File: src/sv/pbsa_pkg.sv
// shared types, codes and constants for the pci bar sizing and assignment block
// no dependencies; imported by every module of the block

package pbsa_pkg;

	// opcode of an input item
	localparam logic OP_RESTART = 1'b0;
	localparam logic OP_ASSIGN  = 1'b1;

	// result status codes
	localparam logic [1:0] ST_OK     = 2'd0;
	localparam logic [1:0] ST_EMPTY  = 2'd1;
	localparam logic [1:0] ST_NOSIZE = 2'd2;

	// configuration register indexes
	localparam logic [1:0] REG_IO_START       = 2'd0;
	localparam logic [1:0] REG_MEM32_START    = 2'd1;
	localparam logic [1:0] REG_MEM64_START    = 2'd2;
	localparam logic [1:0] REG_IO_SPACE_LIMIT = 2'd3;

	// bar encoding
	localparam logic [31:0] IO_ADDR_MASK  = 32'hFFFF_FFFC;
	localparam logic [31:0] MEM_ADDR_MASK = 32'hFFFF_FFF0;
	localparam logic [1:0]  MEM_TYPE_64   = 2'b10;

	localparam logic [31:0] IO_SPACE_LIMIT_RESET = 32'h0000_FFFF;
	localparam logic [63:0] ALL_ONES             = ~64'd0;

	// which running base an item draws from
	typedef enum logic [1:0] {
		SEL_IO,
		SEL_MEM32,
		SEL_MEM64
	} base_sel_t;

	// configuration as seen by the datapath; starts are held minus one
	typedef struct packed {
		logic [63:0] io_start_m1;
		logic [63:0] mem32_start_m1;
		logic [63:0] mem64_start_m1;
		logic [31:0] io_space_mask;
	} cfg_t;

	// decoded item held in the input register
	typedef struct packed {
		logic        restart;
		logic [1:0]  status;
		logic        is_io;
		logic        is_prefetch;
		logic        is_wide;
		base_sel_t   sel;
		logic [63:0] low_mask;
	} bar_dec_t;

endpackage

File: src/sv/pbsa_cfg.sv
// configuration registers: start addresses and i/o decode mask
// depends on pbsa_pkg

module pbsa_cfg (
	input  logic           clk,
	input  logic           arst_n,
	input  logic           cfg_valid,
	output logic           cfg_ready,
	input  logic [1:0]     cfg_index,
	input  logic [63:0]    cfg_data,
	output pbsa_pkg::cfg_t cfg
);
	import pbsa_pkg::*;

	cfg_t cfg_q;

	assign cfg_ready = 1'b1;
	assign cfg         = cfg_q;

	// register writes; starts are stored minus one for the allocator
	always_ff @(posedge clk or negedge arst_n) begin
		if (!arst_n) begin
			cfg_q.io_start_m1    <= ALL_ONES;
			cfg_q.mem32_start_m1 <= ALL_ONES;
			cfg_q.mem64_start_m1 <= ALL_ONES;
			cfg_q.io_space_mask  <= IO_SPACE_LIMIT_RESET;
		end else if (cfg_valid) begin
			case (cfg_index)
				REG_IO_START:       cfg_q.io_start_m1    <= {32'd0, cfg_data[31:0]} - 64'd1;
				REG_MEM32_START:    cfg_q.mem32_start_m1 <= {32'd0, cfg_data[31:0]} - 64'd1;
				REG_MEM64_START:    cfg_q.mem64_start_m1 <= cfg_data - 64'd1;
				REG_IO_SPACE_LIMIT: cfg_q.io_space_mask  <= cfg_data[31:0];
				default: ;
			endcase
		end
	end

endmodule

File: src/sv/pbsa_decode.sv
// bar type decode and size mask extraction for one item
// depends on pbsa_pkg

module pbsa_decode (
	input  logic               opcode,
	input  logic [31:0]        readback_low,
	input  logic [31:0]        readback_high,
	input  logic [31:0]        io_space_mask,
	output pbsa_pkg::bar_dec_t dec
);
	import pbsa_pkg::*;

	logic        io;
	logic        pf;
	logic        wide;
	logic [63:0] bits;
	logic [63:0] mask;
	logic [63:0] avail;

	// type and address bits
	always_comb begin
		io   = readback_low[0];
		pf   = 1'b0;
		wide = 1'b0;
		if (io) begin
			bits = {32'd0, readback_low & IO_ADDR_MASK};
			mask = {32'd0, IO_ADDR_MASK & io_space_mask};
		end else begin
			pf   = readback_low[3];
			wide = (readback_low[2:1] == MEM_TYPE_64);
			bits = {(wide ? readback_high : 32'd0), readback_low & MEM_ADDR_MASK};
			mask = {(wide ? 32'hFFFF_FFFF : 32'd0), MEM_ADDR_MASK};
		end
		avail = bits & mask;
	end

	// status, flags and mask of the bits below the lowest decoded bit
	always_comb begin
		dec.restart     = (opcode == OP_RESTART);
		dec.status      = ST_OK;
		dec.is_io       = 1'b0;
		dec.is_prefetch = 1'b0;
		dec.is_wide     = 1'b0;
		dec.sel         = io ? SEL_IO : (wide ? SEL_MEM64 : SEL_MEM32);
		dec.low_mask    = (avail - 64'd1) & ~avail;
		if (!dec.restart) begin
			if (bits == 64'd0) begin
				dec.status = ST_EMPTY;
			end else begin
				dec.is_io       = io;
				dec.is_prefetch = pf;
				dec.is_wide     = wide;
				if (avail == 64'd0) begin
					dec.status = ST_NOSIZE;
				end
			end
		end
	end

endmodule

File: src/sv/pbsa_alloc.sv
// running bases, align and advance, and the result register
// depends on pbsa_pkg

module pbsa_alloc (
	input  logic               clk,
	input  logic               arst_n,
	input  logic               s1_valid,
	input  pbsa_pkg::bar_dec_t dec_s1,
	input  pbsa_pkg::cfg_t     cfg,
	output logic               adv,
	output logic               out_valid,
	input  logic               out_stall,
	output logic [1:0]         status,
	output logic               is_io,
	output logic               is_prefetch,
	output logic               is_wide,
	output logic [63:0]        region_start,
	output logic [63:0]        region_end
);
	import pbsa_pkg::*;

	// bases hold the last address handed out, so one add gives the next region
	logic [63:0] io_last_q;
	logic [63:0] mem32_last_q;
	logic [63:0] mem64_last_q;
	logic [63:0] base;
	logic [63:0] sum;
	logic [63:0] start;
	logic [63:0] fin;
	logic        grant;

	logic        out_valid_q;
	logic [1:0]  status_q;
	logic        is_io_q;
	logic        is_prefetch_q;
	logic        is_wide_q;
	logic [63:0] start_q;
	logic [63:0] end_q;

	assign adv = s1_valid && (!out_valid_q || !out_stall);

	// align the selected base and find the region end
	always_comb begin
		case (dec_s1.sel)
			SEL_IO:    base = io_last_q;
			SEL_MEM32: base = mem32_last_q;
			SEL_MEM64: base = mem64_last_q;
			default:   base = mem32_last_q;
		endcase
		sum   = base + dec_s1.low_mask + 64'd1;
		start = sum & ~dec_s1.low_mask;
		fin   = start | dec_s1.low_mask;
		grant = !dec_s1.restart && (dec_s1.status == ST_OK);
	end

	// running bases
	always_ff @(posedge clk or negedge arst_n) begin
		if (!arst_n) begin
			io_last_q    <= ALL_ONES;
			mem32_last_q <= ALL_ONES;
			mem64_last_q <= ALL_ONES;
		end else if (adv) begin
			if (dec_s1.restart) begin
				io_last_q    <= cfg.io_start_m1;
				mem32_last_q <= cfg.mem32_start_m1;
				mem64_last_q <= cfg.mem64_start_m1;
			end else if (grant) begin
				case (dec_s1.sel)
					SEL_IO:    io_last_q    <= fin;
					SEL_MEM32: mem32_last_q <= fin;
					SEL_MEM64: mem64_last_q <= fin;
					default: ;
				endcase
			end
		end
	end

	// result valid
	always_ff @(posedge clk or negedge arst_n) begin
		if (!arst_n) begin
			out_valid_q <= 1'b0;
		end else begin
			out_valid_q <= adv || (out_valid_q && out_stall);
		end
	end

	// result payload
	always_ff @(posedge clk) begin
		if (adv) begin
			status_q      <= dec_s1.status;
			is_io_q       <= dec_s1.is_io;
			is_prefetch_q <= dec_s1.is_prefetch;
			is_wide_q     <= dec_s1.is_wide;
			start_q       <= grant ? start : 64'd0;
			end_q         <= grant ? fin : 64'd0;
		end
	end

	assign out_valid    = out_valid_q;
	assign status       = status_q;
	assign is_io        = is_io_q;
	assign is_prefetch  = is_prefetch_q;
	assign is_wide      = is_wide_q;
	assign region_start = start_q;
	assign region_end   = end_q;

	// region is a power-of-two block aligned to its own size
	a_region_pow2: assert property (@(posedge clk) disable iff (!arst_n)
		out_valid_q |-> $onehot(end_q - start_q + 64'd1))
		else $error("region size not a power of two");

	a_region_align: assert property (@(posedge clk) disable iff (!arst_n)
		out_valid_q |-> ((start_q & (end_q - start_q)) == 64'd0))
		else $error("region start not aligned");

	// unassigned results carry no region
	a_no_region: assert property (@(posedge clk) disable iff (!arst_n)
		(out_valid_q && (status_q != ST_OK)) |-> (start_q == 64'd0 && end_q == 64'd0))
		else $error("region reported for unassigned bar");

	// restart reloads every base; this check covers the i/o and 64-bit memory bases
	a_restart_load: assert property (@(posedge clk) disable iff (!arst_n)
		(adv && dec_s1.restart) |=> (io_last_q == $past(cfg.io_start_m1)
			&& mem64_last_q == $past(cfg.mem64_start_m1)))
		else $error("restart did not reload bases");

	// a held result is not overwritten
	a_hold: assert property (@(posedge clk) disable iff (!arst_n)
		(out_valid_q && out_stall) |-> !adv)
		else $error("stalled result overwritten");

endmodule

File: src/sv/pci_bar_size_and_assign.sv
// pci bar sizing and bump allocation: decodes a bar readback and assigns an aligned region
// stages: two register stages, the decoded item register and then the result register
// throughput: one item per cycle while out_stall is low; the base align-add and advance share one 64-bit adder
// the running bases are read and written in the same stage, so items follow back to back
// reset: start registers hold all ones (a start of zero), io decode mask 0xffff, bases to the start values
// depends on pbsa_pkg, pbsa_cfg, pbsa_decode, pbsa_alloc

module pci_bar_size_and_assign (
	input  logic        clk,
	input  logic        arst_n,
	// configuration writes
	input  logic        cfg_valid,
	output logic        cfg_ready,
	input  logic [1:0]  cfg_index,
	input  logic [63:0] cfg_data,
	// input items
	input  logic        in_valid,
	output logic        in_stall,
	input  logic        opcode,
	input  logic [31:0] readback_low,
	input  logic [31:0] readback_high,
	// result items
	output logic        out_valid,
	input  logic        out_stall,
	output logic [1:0]  status,
	output logic        is_io,
	output logic        is_prefetch,
	output logic        is_wide,
	output logic [63:0] region_start,
	output logic [63:0] region_end
);
	import pbsa_pkg::*;

	cfg_t     cfg;
	bar_dec_t dec;
	bar_dec_t dec_s1;
	logic     s1_valid;
	logic     adv;
	logic     in_take;

	pbsa_cfg u_cfg (
		.clk       (clk),
		.arst_n    (arst_n),
		.cfg_valid (cfg_valid),
		.cfg_ready (cfg_ready),
		.cfg_index (cfg_index),
		.cfg_data  (cfg_data),
		.cfg       (cfg)
	);

	pbsa_decode u_decode (
		.opcode        (opcode),
		.readback_low  (readback_low),
		.readback_high (readback_high),
		.io_space_mask (cfg.io_space_mask),
		.dec           (dec)
	);

	// input register handshake
	assign in_stall = s1_valid && !adv;
	assign in_take  = in_valid && !in_stall;

	always_ff @(posedge clk or negedge arst_n) begin
		if (!arst_n) begin
			s1_valid <= 1'b0;
		end else begin
			s1_valid <= in_take || (s1_valid && !adv);
		end
	end

	// decoded item register
	always_ff @(posedge clk) begin
		if (in_take) begin
			dec_s1 <= dec;
		end
	end

	pbsa_alloc u_alloc (
		.clk          (clk),
		.arst_n       (arst_n),
		.s1_valid     (s1_valid),
		.dec_s1       (dec_s1),
		.cfg          (cfg),
		.adv          (adv),
		.out_valid    (out_valid),
		.out_stall    (out_stall),
		.status       (status),
		.is_io        (is_io),
		.is_prefetch  (is_prefetch),
		.is_wide      (is_wide),
		.region_start (region_start),
		.region_end   (region_end)
	);

endmodule
File: config.mk
export PLATFORM = sky130hd
export DESIGN_NAME = pci_bar_size_and_assign
export DESIGN_NICKNAME = d
export VERILOG_FILES = /design/src/sv/pbsa_pkg.sv /design/src/sv/pbsa_cfg.sv /design/src/sv/pbsa_decode.sv /design/src/sv/pbsa_alloc.sv /design/src/sv/pci_bar_size_and_assign.sv
export SDC_FILE = /design/constraint.sdc
export NUM_CORES = 1
export LEC_CHECK = 0
export ABC_AREA = 1
export BUFFER_PORTS_ARGS = -buffer_cell sky130_fd_sc_hd__buf_2
export CAP_MARGIN = 20
export CORE_MARGIN = 2
export CORE_UTILIZATION = 50
export DETAILED_ROUTE_END_ITERATION = 10
export PLACE_DENSITY = 0.71
export SETUP_SLACK_MARGIN = 0.15
export SKIP_LAST_GASP = 1
export SLEW_MARGIN = 10
export SYNTH_ARGS = -nofsm -noshare
export SYNTH_HDL_FRONTEND = slang
export SYNTH_SLANG_ARGS = --single-unit
File: constraint.sdc
create_clock -name clk -period 3.86 [get_ports clk]
set_clock_uncertainty 0.2 [all_clocks]
set_input_delay 0.193 -clock clk [delete_from_list [all_inputs] [get_ports clk]]
set_output_delay 0.193 -clock clk [all_outputs]
set_load 0.01 [all_outputs]
# Word-level counts from Yosys, hierarchy flattened
# Cells that the tools add are included.
# op_classes
addsub	5
n_eq_ne	6
mux	18
n_bitwise	7
reduce_logical	31
# op_table
op	n
$mux W64	11
$and A64 B64 Y64	3
$logic_not A64 Y1	2
$not A64 Y64	2
$pmux W64 S2	1
$sub A64 B1 Y64 const B	2
$add A64 B1 Y64 const B	1
$add A64 B64 Y64	1
$mux W32	2
$or A64 B64 Y64	1
$sub A32 B1 Y33 const B	1
$reduce_and A3 Y1	3
$eq A2 B2 Y1 const B	4
$reduce_and A2 Y1	4
$reduce_bool A2 Y1	4
$logic_not A2 Y1	3
$logic_and A1 B1 Y1	5
$logic_not A1 Y1	5
$eq A2 B1 Y1 const B	2
$mux W2	2
$logic_or A1 B1 Y1	3
$reduce_or A3 Y1	1
$mux W1	2
$reduce_or A2 Y1	1
$not A1 Y1	1
# word_totals
regBits	623
input_bits	136
output_inout_bits	136
wordCells	90

# Depth between registers and ports, before layout
# Gate-level depths: netlist of run 1.
# depth
depth_word	9
depth_mapped	20
ltp_nobuf	19

# Cells and area by module
# A second synthesis of run 1 with hierarchy kept.
# unflattened
cells_unflattened	4076
hier_area_um2	32621.3
# by_module_without_submodules
mod	n_inst	cells_per_inst	area_per_inst_um2	seq_area_each_um2
pbsa_alloc	1	2476	19786.5	9063.7
pbsa_cfg	1	1121	8775.9	4236.6
pci_bar_size_and_assign	1	79	2219.6	2187.1
pbsa_decode	1	400	1839.3	0.0

# Worst setup path before layout of run 1
# No wires, ideal clock.
# synth_path
path_kind	flip-flop to flip-flop
start	reg u_alloc.out_valid_q (netlist: u_alloc.out_valid)
end	reg u_alloc.is_io_q (netlist: u_alloc.is_io) (enable)
setup_time_ns	0.483
t_arrival_ns	3.112
t_required_ns	3.177
slack_ns	0.065
stages_incl_launch_ff	4
n_path_buf	0
synth_period_minus_slack_ns	3.795
cell_sequence	dfrtp_1 nand2_1 nand2_1 inv_1
# synth_via
elab_chain_len	3
# synth_rtl
item	line_no	rtl
start: declaration	pbsa_alloc.sv:32	logic out_valid_q;
start signal: assignment	pbsa_alloc.sv:83	out_valid_q <= adv || (out_valid_q && out_stall);
$logic_not A1 Y1	pbsa_alloc.sv:40	assign adv = s1_valid && (!out_valid_q || !out_stall);
$logic_or A1 B1 Y1	pbsa_alloc.sv:40	
$logic_and A1 B1 Y1	pbsa_alloc.sv:40	
via adv	pci_bar_size_and_assign.sv:38	logic adv;
end signal: assignment	pbsa_alloc.sv:91	is_io_q <= dec_s1.is_io;
end: declaration	pbsa_alloc.sv:34	logic is_io_q;
# The timed path passes the listed nets, and every way through them passes these cells.
# A chain may end at the register's enable or synchronous reset.

# Final worst setup path of run 1
# layout_path
start	reg, netlist name dec_s1[64]
end	reg u_alloc.mem64_last_q[53]
# layout_via
elab_chain_len	9
word_cells_on_any_way	12
classes_between	add/sub: 2; eq/ne: 1; mux: 4; bitwise: 2; reduce/logical: 3
# layout_rtl
item	line_no	rtl
$eq A2 B2 Y1 / $logic_not A2 Y1 (equally long branches)	pbsa_alloc.sv:44, pbsa_alloc.sv:68	
$pmux W64 S2	pbsa_alloc.sv:44	case (dec_s1.sel)
$add A64 B64 Y64	pbsa_alloc.sv:50	sum = base + dec_s1.low_mask + 64'd1;
$add A64 B1 Y64	pbsa_alloc.sv:50	
$and A64 B64 Y64	pbsa_alloc.sv:51	start = sum & ~dec_s1.low_mask;
$or A64 B64 Y64	pbsa_alloc.sv:52	fin = start | dec_s1.low_mask;
$mux W64	pbsa_alloc.sv:68	case (dec_s1.sel)
$mux W64	pbsa_alloc.sv:67	end else if (grant) begin
$mux W64	pbsa_alloc.sv:63	if (dec_s1.restart) begin
end signal: assignment	pbsa_alloc.sv:66	mem64_last_q <= cfg.mem64_start_m1;
end signal: assignment	pbsa_alloc.sv:71	SEL_MEM64: mem64_last_q <= fin;
end: declaration	pbsa_alloc.sv:25	logic [63:0] mem64_last_q;
# Several ways; a longest one is shown, not always the timed one. The select of a mux whose other input is x is not followed.

==> reports/qor.yml, run 1 <==
outcome:
  status: "complete, no violations"
layout:
  n_antenna_cell: 0
  design_area_sq_mm: 0.0392
  area_delta_synth_final_pct: 25.6
  drive_gt1_share_pct: 26.4
  fin_nets: 4686
power_and_ir_drop:
  power_frac_comb_pct: 36.6
  p_sw_share_pct: 36.5
  p_clk_share_pct: 25.9
  ir_drop_mv: 0.409
  switching_power_mw: 8.18
  p_int_mw: 14.2
  pwr_density_cell_mw_per_mm2: 572
  leakage_nw: 19.2
  p_seq_share_pct: 37.6
yosys:
  synthArstFlopShare_pct: 63.1
  yosysMostFrequentCell: "nand2_1"
  syn_area_per_cell_sq_um: 7.95
  synth_top_area_share_pct: 27.3
  yosys-top-cells-count: "1157 x nand2_1, 661 x inv_1, 324 x dfstp_2, 249 x a21oi_1, 247 x nor2_1"
  ys_types: 55
  ys_warn_count: 0
  synth_seq_area_share_pct: 48.0
  synth_ff_type: "dfstp_2"
  syn_inst: 3925
  synth_edf_count: 200
  synth_seq_cells: 542
  synth.largest_area_cell: "dfstp_2"
  yosys-top-cells-area: "dfstp_2 27%, edfxtp_1 19%, nand2_1 14%"
  syn_area_sq_mm: 0.0312
route:
  ant_nets: 0
  routed_wl_um: 112000
  first_iter_violations: 3204
  drc: 0
  first_pass_iters: 8
  avgRoutedWirePerCell_um: 20.9
  viasPerCell: 5.48
  vias: 29381
worst_setup_path:
  r2r-end: "u_alloc.mem64_last_q[53]$_DFFE_PN1P_"
  worstSetupPathType: "reg2reg"
  crit_required_ns: 4.22
  worstRegToRegCells: 18
  cpMostUsedCell: "nand2_1"
  path_delay_family: "simple AND/OR/NAND/NOR gates"
  cp.arrival_ns: 4.05
  path_cells: "buf_6 > nor2_4 > buf_12 > clkbuf_16 > a21oi_1 > buf_4 > ha_1 > nand2_1 > buf_4 > nor3_2 > nand2_1 > nor2_1 > nand2_1 > nand2_1 > nand2_1 > nand3_1 > nand2_1 > a21boi_1"
  crit_path_top_delay_cell: "edfxtp_1"
  startpoint_type: "flip-flop"
  r2r_start: "dec_s1[64]$_SDFFCE_PP0P_"
  worstPathMaxFanout: 18
  worstSetupEndpointType: "flip-flop"
  slowest_delay_ns: 0.44
  path_buf_inv: 5
  regToRegSetupSlack_ns: 0.17
sta:
  post-route-min-period_ns: 3.69
  setup_ws_ns: 0.167
  fmax_mhz: 271
  rsz0062_at_grt: "yes"
  fin_crit_sh_pct: 95.7
  worst_slew_pin_slew_ns: 1.09
  finalSetupViolations: 0
  worst_slew_margin_rel_pct: 27.2
  holdWs_ns: 0.0366
  fin_tns_setup_ns: 0
  slew_viol_final: 0
  hold_viol: 0
place:
  port_buffers: 268
  place_ws_ns: 0.00749
  dp_hpwl_um: 81700
  place.gp.congestion: 1.05
  postPlaceCellArea_sq_mm: 0.0345
die:
  start_util_pct: 50.6
  num_rows: 91
  fp.dieArea_sq_mm: 0.0644
  io_pins: 272
  die_height_um: 254
  core_sq_mm: 0.0617
  die_w_um: 254
hold_path:
  worstHoldPathCells: 6
  whs_endpoint: "dec_s1[57]$_DFFE_PP_"
  min-delay-start: "readback_high[17]"
  hold_path_class: "in2reg"
clock_tree:
  clock-sinks: 542
  clk_latency_ns: 0.67
  cts_tree: "done"
  clk_path_buf_depth: 3
  cts-root-buf: "clkbuf_16"
  cts_made_buffers: 58
  clk_pin_slew_worst_paths_ns: 0.06
  cts.htree.levels: 2
flow_run:
  cap_violations: 0
global_routing:
  grt_max_degree: 110
  overflow: 0
  first_global_vias: 27603
  grt_pass1_wl_um: 165000
  antenna_found_initial: 0
  grt_usage_pct: 34.1
-- power by group through the flow --
stage          clock network, mW  logic, mW  registers, mW
6_report                    5.80       8.19           8.42
5_1_grt                     6.06       8.90           8.52
4_1_cts                     5.85       7.51           8.38
3_5_place_dp                   0       7.30           8.45
3_3_place_gp                   0       7.19           8.44
2_1_floorplan                  0       4.48           8.32
-- registers in the layout (all words and copies together) (netlist names) --
register and flops:
u_alloc.is_io 1, dec_s1 70, u_alloc.status 2, s1_valid 1, u_cfg.cfg 154, u_alloc.io_last_q 62
u_alloc.is_prefetch 1, u_alloc.region_start 62, u_alloc.is_wide 1, u_alloc.out_valid 1, u_alloc.region_end 63, u_alloc.mem64_last_q 62
u_alloc.mem32_last_q 62
-- worst register-to-register path, stage by stage, from the launching register on --
cell       delay, ns
edfxtp_1        0.44
buf_6           0.17
nor2_4          0.14
buf_12          0.15
clkbuf_16       0.22
a21oi_1         0.12
buf_4           0.17
ha_1            0.35
nand2_1         0.15
buf_4           0.17
nor3_2          0.23
nand2_1         0.11
nor2_1          0.11
nand2_1         0.15
nand2_1         0.11
nand2_1         0.06
nand3_1         0.10
nand2_1         0.20
a21boi_1        0.24
-- metrics by stage --
stage | std cells | utilization (%) | power (mW)
detailed placement | 5064 | 55.9 | 15.8
CTS | 5352 | 62.2 | 21.7
global route | 5364 | 63.5 | 23.5
floorplan | 3926 | - | 12.8
global placement | 5064 | 55.9 | 15.6
finish | 5364 | 63.5 | 22.4
-- cell usage in the layout (no fill, tap or decap), drive strengths merged, types with 72 or more instances in the layout --
cell,n
nor3,72
o21ai,158
a21oi,251
nand3,104
nor2,266
inv,677
dfstp,324
nand2,1170
buf,438
edfxtp,200
dlygate4sd3,181
clkbuf,87
-- kinds of logic after synthesis --
family | count (synthesis) | synth area share, %
mux | 9 | 0.325
other cells | 2 | 0.0241
xor+xnor | 87 | 2.44
simple gates | 1737 | 23.4
flops | 542 | 48.0
compound gates | 669 | 13.1
buf+inv | 809 | 9.91
fa+ha+maj | 70 | 2.81
-- repair_timing --
item,4_1_cts,5_1_grt
resized for setup,22,223
setup buffers,0,7
pin swaps,1,23
hold buffers,181,0
setup endpoints to repair,109,213
hold endpoints to repair,313,0
cloned,0,4
-- per-layer routing --
metal / up-vias / track usage [%] / part of all wire, %
li1: 13667 / - / -
met1: 13921 / 48.6 / 42
met2: 1556 / 50.0 / 43
met3: 237 / 8.49 / 11
met4: 0 / 12.7 / 4.1
met5: - / 0 / 0
-- layout make-up --
| type | count | area, sq um |
|---|---|---|
| Fill cell | 5379 | 22500 |
| Sequential cell | 542 | 15000 |
| Multi-Input combinational cell | 2575 | 13900 |
| Timing Repair Buffer | 623 | 4740 |
| Inverter | 680 | 2570 |
| Clock buffer | 83 | 1680 |
| Tap cell | 837 | 1050 |
| Clock inverter | 24 | 312 |
-- how the worst max path moves through the flow --
stage,startpoint,to,slack (ns),depth (start not counted)
after floorplan,u_alloc.out_valid$_DFF_PN0_,u_alloc.is_io$_DFFE_PP_,0.76,3
after global placement,dec_s1[64]$_SDFFCE_PP0P_,u_alloc.mem64_last_q[58]$_DFFE_PN1P_,0.13,18
after detailed placement,dec_s1[64]$_SDFFCE_PP0P_,u_alloc.mem32_last_q[43]$_DFFE_PN1P_,0.007,18
after CTS,dec_s1[64]$_SDFFCE_PP0P_,u_alloc.mem32_last_q[57]$_DFFE_PN1P_,0.15,21
after global routing,dec_s1[64]$_SDFFCE_PP0P_,u_alloc.mem64_last_q[50]$_DFFE_PN1P_,0.05,20
final,dec_s1[64]$_SDFFCE_PP0P_,u_alloc.mem64_last_q[53]$_DFFE_PN1P_,0.17,18
(Power assumes the default switching activity.)
==> run 2, diff against run 1 <==
--- a/config.mk
+++ b/config.mk
@@ -8,10 +8,11 @@
 export ABC_AREA = 1
 export BUFFER_PORTS_ARGS = -buffer_cell sky130_fd_sc_hd__buf_2
 export CAP_MARGIN = 20
-export CORE_MARGIN = 2
+export CORE_MARGIN = 4
 export CORE_UTILIZATION = 50
 export DETAILED_ROUTE_END_ITERATION = 10
 export PLACE_DENSITY = 0.71
+export RECOVER_POWER = 25
 export SETUP_SLACK_MARGIN = 0.15
 export SKIP_LAST_GASP = 1
 export SLEW_MARGIN = 10
==> run 2 against run 1 <==
Compared with the run above:
- the flow now finishes with violations (capacitance limit, slew limit)
- critical path type is now in2reg
- fmax fell by 1.6%
- total power fell by 0.89%
- global-route usage fell by 1.7 points
- clock power fell by 3%
- clock-buffer cell count fell by 7
- combinational power fell by 0.6%
- critical path depth did not move
- flip-flop and latch count did not move
- hold slack improved by 0.00084 ns
==> reports/qor.yml, run 2 (synthesized netlist as in run 1, its figures left out) <==
route:
  avgRoutedWirePerCell_um: 20.8  # -0.70%
  first_pass_iters: 6  # -2
  routed_wl_um: 111000  # -0.76%
  viasPerCell: 5.43  # -0.81%
  wl_met1_um: 47700  # +1.5%
  drc: 0  # unchanged
  ant_nets: 0  # unchanged
  dr_wl_met2_um: 47400  # -1.6%
  wl_met3_um: 12400  # unchanged
  first_iter_violations: 3094  # -3.4%
  highest_layer: "met4"
  vias: 29128  # -0.86%
worst_setup_path:
  worstPathMaxFanout: 21  # +3
  worstRegToRegCells: 18  # unchanged
  worstSetupPathType: "in2reg"
  crit_required_ns: 4.12  # -0.10 ns
  startpoint_type: "primary input"
  slowest_delay_ns: 0.61  # +0.17 ns
  r2r-end: "u_alloc.mem64_last_q[62]$_DFFE_PN1P_"
  regToRegSetupSlack_ns: 0.18  # about the same
  path_buf_inv: 7  # +2
  r2r_start: "dec_s1[64]$_SDFFCE_PP0P_"
  crit_path_top_delay_cell: "dlygate4sd3_1"
  cp.arrival_ns: 4.02  # -0.03 ns
  cpMostUsedCell: "nand2_1"
  path_cells: "dlygate4sd3_1 > buf_2 > nor2_1 > nand2_2 > inv_2 > buf_12 > o21ai_0 > inv_1 > nor2_1 > nand2_1 > nor2_4 > nand2_4 > inv_2 > nand2_1 > a21oi_2 > nand2_1 > a21oi_2 > dlygate4sd3_1"
  crit_start: "readback_low[1]"
  worstSetupEndpointType: "flip-flop"
  path_delay_family: "buffers and inverters"
die:
  core_sq_mm: 0.0617  # unchanged
  die_height_um: 258  # +1.6%
  die_w_um: 258  # +1.6%
  start_util_pct: 50.6  # unchanged
  fp.dieArea_sq_mm: 0.0665  # +3.2%
  io_pins: 272  # unchanged
  num_rows: 91  # unchanged
clock_tree:
  clk_pin_slew_worst_paths_ns: 0.07  # about the same
  cts.htree.levels: 2  # unchanged
  cts_made_buffers: 57  # -1.7%
  clock-sinks: 542  # unchanged
  cts-root-buf: "clkbuf_16"
  cts_tree: "done"
  clk_path_buf_depth: 3  # unchanged
  clk_latency_ns: 0.66  # about the same
sta:
  hold_viol: 0  # unchanged
  setup_ws_ns: 0.106  # -0.0611 ns
  fin_crit_sh_pct: 97.3  # +1.6 points
  worst_slew_pin_slew_ns: 2.57  # +1.48 ns
  finalSetupViolations: 0  # unchanged
  fin_tns_setup_ns: 0  # unchanged
  holdWs_ns: 0.0375  # +0.000844 ns
  worst_slew_margin_rel_pct: -71.2  # -98 points
  rsz0062_at_grt: "yes"
  slew_viol_final: 103  # +103
  post-route-min-period_ns: 3.75  # +0.0611 ns
  fmax_mhz: 266  # -1.6%
layout:
  post-route-util_pct: 63.2  # -0.35 points
  final_common_cell: "nand2_1"
  largest_register_ffs: 154  # unchanged
  layout.cells.most_common_list: "1113 x nand2_1, 658 x inv_1, 324 x dfstp_2"
  drive_gt1_share_pct: 26.0  # -0.36 points
  n_antenna_cell: 0  # unchanged
  area_delta_synth_final_pct: 24.9
  fin_nets: 4683  # -0.064%
outcome:
  status: "finished with violations"
  violations: "capacitance limit, slew limit"
global_routing:
  grt_max_degree: 103  # -6.4%
  overflow: 0  # unchanged
  first_global_vias: 27698  # +0.34%
  antenna_found_initial: 1  # +1
  grt_usage_pct: 32.4  # -1.7 points
  grt_pass1_wl_um: 165000  # +0.21%
hold_path:
  worstHoldPathCells: 6  # unchanged
  whs_endpoint: "dec_s1[61]$_DFFE_PP_"
  hold_path_class: "in2reg"
  min-delay-start: "readback_high[25]"
power_and_ir_drop:
  ir_drop_mv: 0.354  # -13%
  finalPower_mw: 22.2  # -0.89%
  leakage_nw: 19.0  # -0.64%
  pwr_density_cell_mw_per_mm2: 570  # -0.34%
  p_clk_share_pct: 25.3  # -0.6 points
  p_seq_share_pct: 38.0  # +0.4 points
  p_int_mw: 14.0  # -1.4%
  switching_power_mw: 8.18  # about the same
  power_frac_comb_pct: 36.7  # about the same
  p_sw_share_pct: 36.9  # +0.34 points
place:
  place.gp.congestion: 1.04  # -0.71%
  dp_hpwl_um: 82900  # +1.5%
  place_ws_ns: 0.0323  # +0.0249 ns
  port_buffers: 268  # unchanged
flow_run:
  cap_violations: 1  # +1
-- run 2: cell count changes in the layout (fill, tap and decap cells not counted), moves of 7 or more --
cell	delta
a21boi_0	+8
clkbuf_1	+12
buf_4	+7
dlygate4sd3_1	-8
buf_2	-17
ha_4	+7
-- run 2: routing by layer --
layer  GRT usage [%]  vias to the layer above
met1            47.1                    13792
met2            48.1                     1454
met5               0                        -
met3            7.92                      203
met4            9.78                        0
li1                -                    13679
-- run 2: worst max-delay path by stage --
| stage | to | depth (start not counted) |
|---|---|---|
| after floorplan | u_alloc.is_io$_DFFE_PP_ | 3 |
| after global placement | u_alloc.io_last_q[43]$_DFFE_PN1P_ | 19 |
| after detailed placement | u_alloc.io_last_q[43]$_DFFE_PN1P_ | 19 |
| after CTS | u_alloc.io_last_q[43]$_DFFE_PN1P_ | 19 |
| after global routing | u_alloc.mem32_last_q[44]$_DFFE_PN1P_ | 21 |
| final | dec_s1[47]$_DFFE_PP_ | 18 |
-- run 2: area by class of cell --
| class | count | area, sq um |
|---|---|---|
| fillers | 5398 | 22700 |
| flip-flops and latches | 542 | 15000 |
| multi-input cells | 2575 | 13900 |
| repair buffers | 621 | 4600 |
| inverters | 680 | 2560 |
| clock buffers | 76 | 1600 |
| well taps | 837 | 1050 |
| clock inverters | 30 | 332 |
-- run 2: worst reg2reg max path: cells and delay by family, from the launching register on --
family	cells	cell delay, ns
flip-flops	1	0.44
AND/OR/NAND/NOR	10	1.49
adder cells (fa/ha/maj)	1	0.36
buffers and inverters	4	0.57
AO/OA/AOI/OAI	3	0.51
-- run 2: through the flow --
| step | std cells | area [sq um] |
|---|---|---|
| after CTS | 5353 | 38300 |
| after floorplan | 3926 | 31200 |
| final | 5361 | 39000 |
| after detailed placement | 5072 | 34600 |
| after global routing | 5361 | 39000 |
| after global placement | 5072 | 34600 |
-- run 2: timing repair --
item | 4_1_cts | 5_1_grt
setup endpoints to repair | 91 | 222
hold buffers | 173 | 0
endpoints found under the hold margin | 308 | 0
cloned | 0 | 2
pin swaps | 2 | 20
gates resized for setup | 15 | 202
buffers inserted | 2 | 6
-- run 2: power by group through the flow --
stage / clock network, mW / logic, mW / registers [mW]
floorplan: 0 / 4.48 / 8.32
global placement: 0 / 7.24 / 8.46
detailed placement: 0 / 7.33 / 8.47
CTS: 5.66 / 7.52 / 8.39
global route: 5.90 / 8.84 / 8.54
finish: 5.62 / 8.14 / 8.44
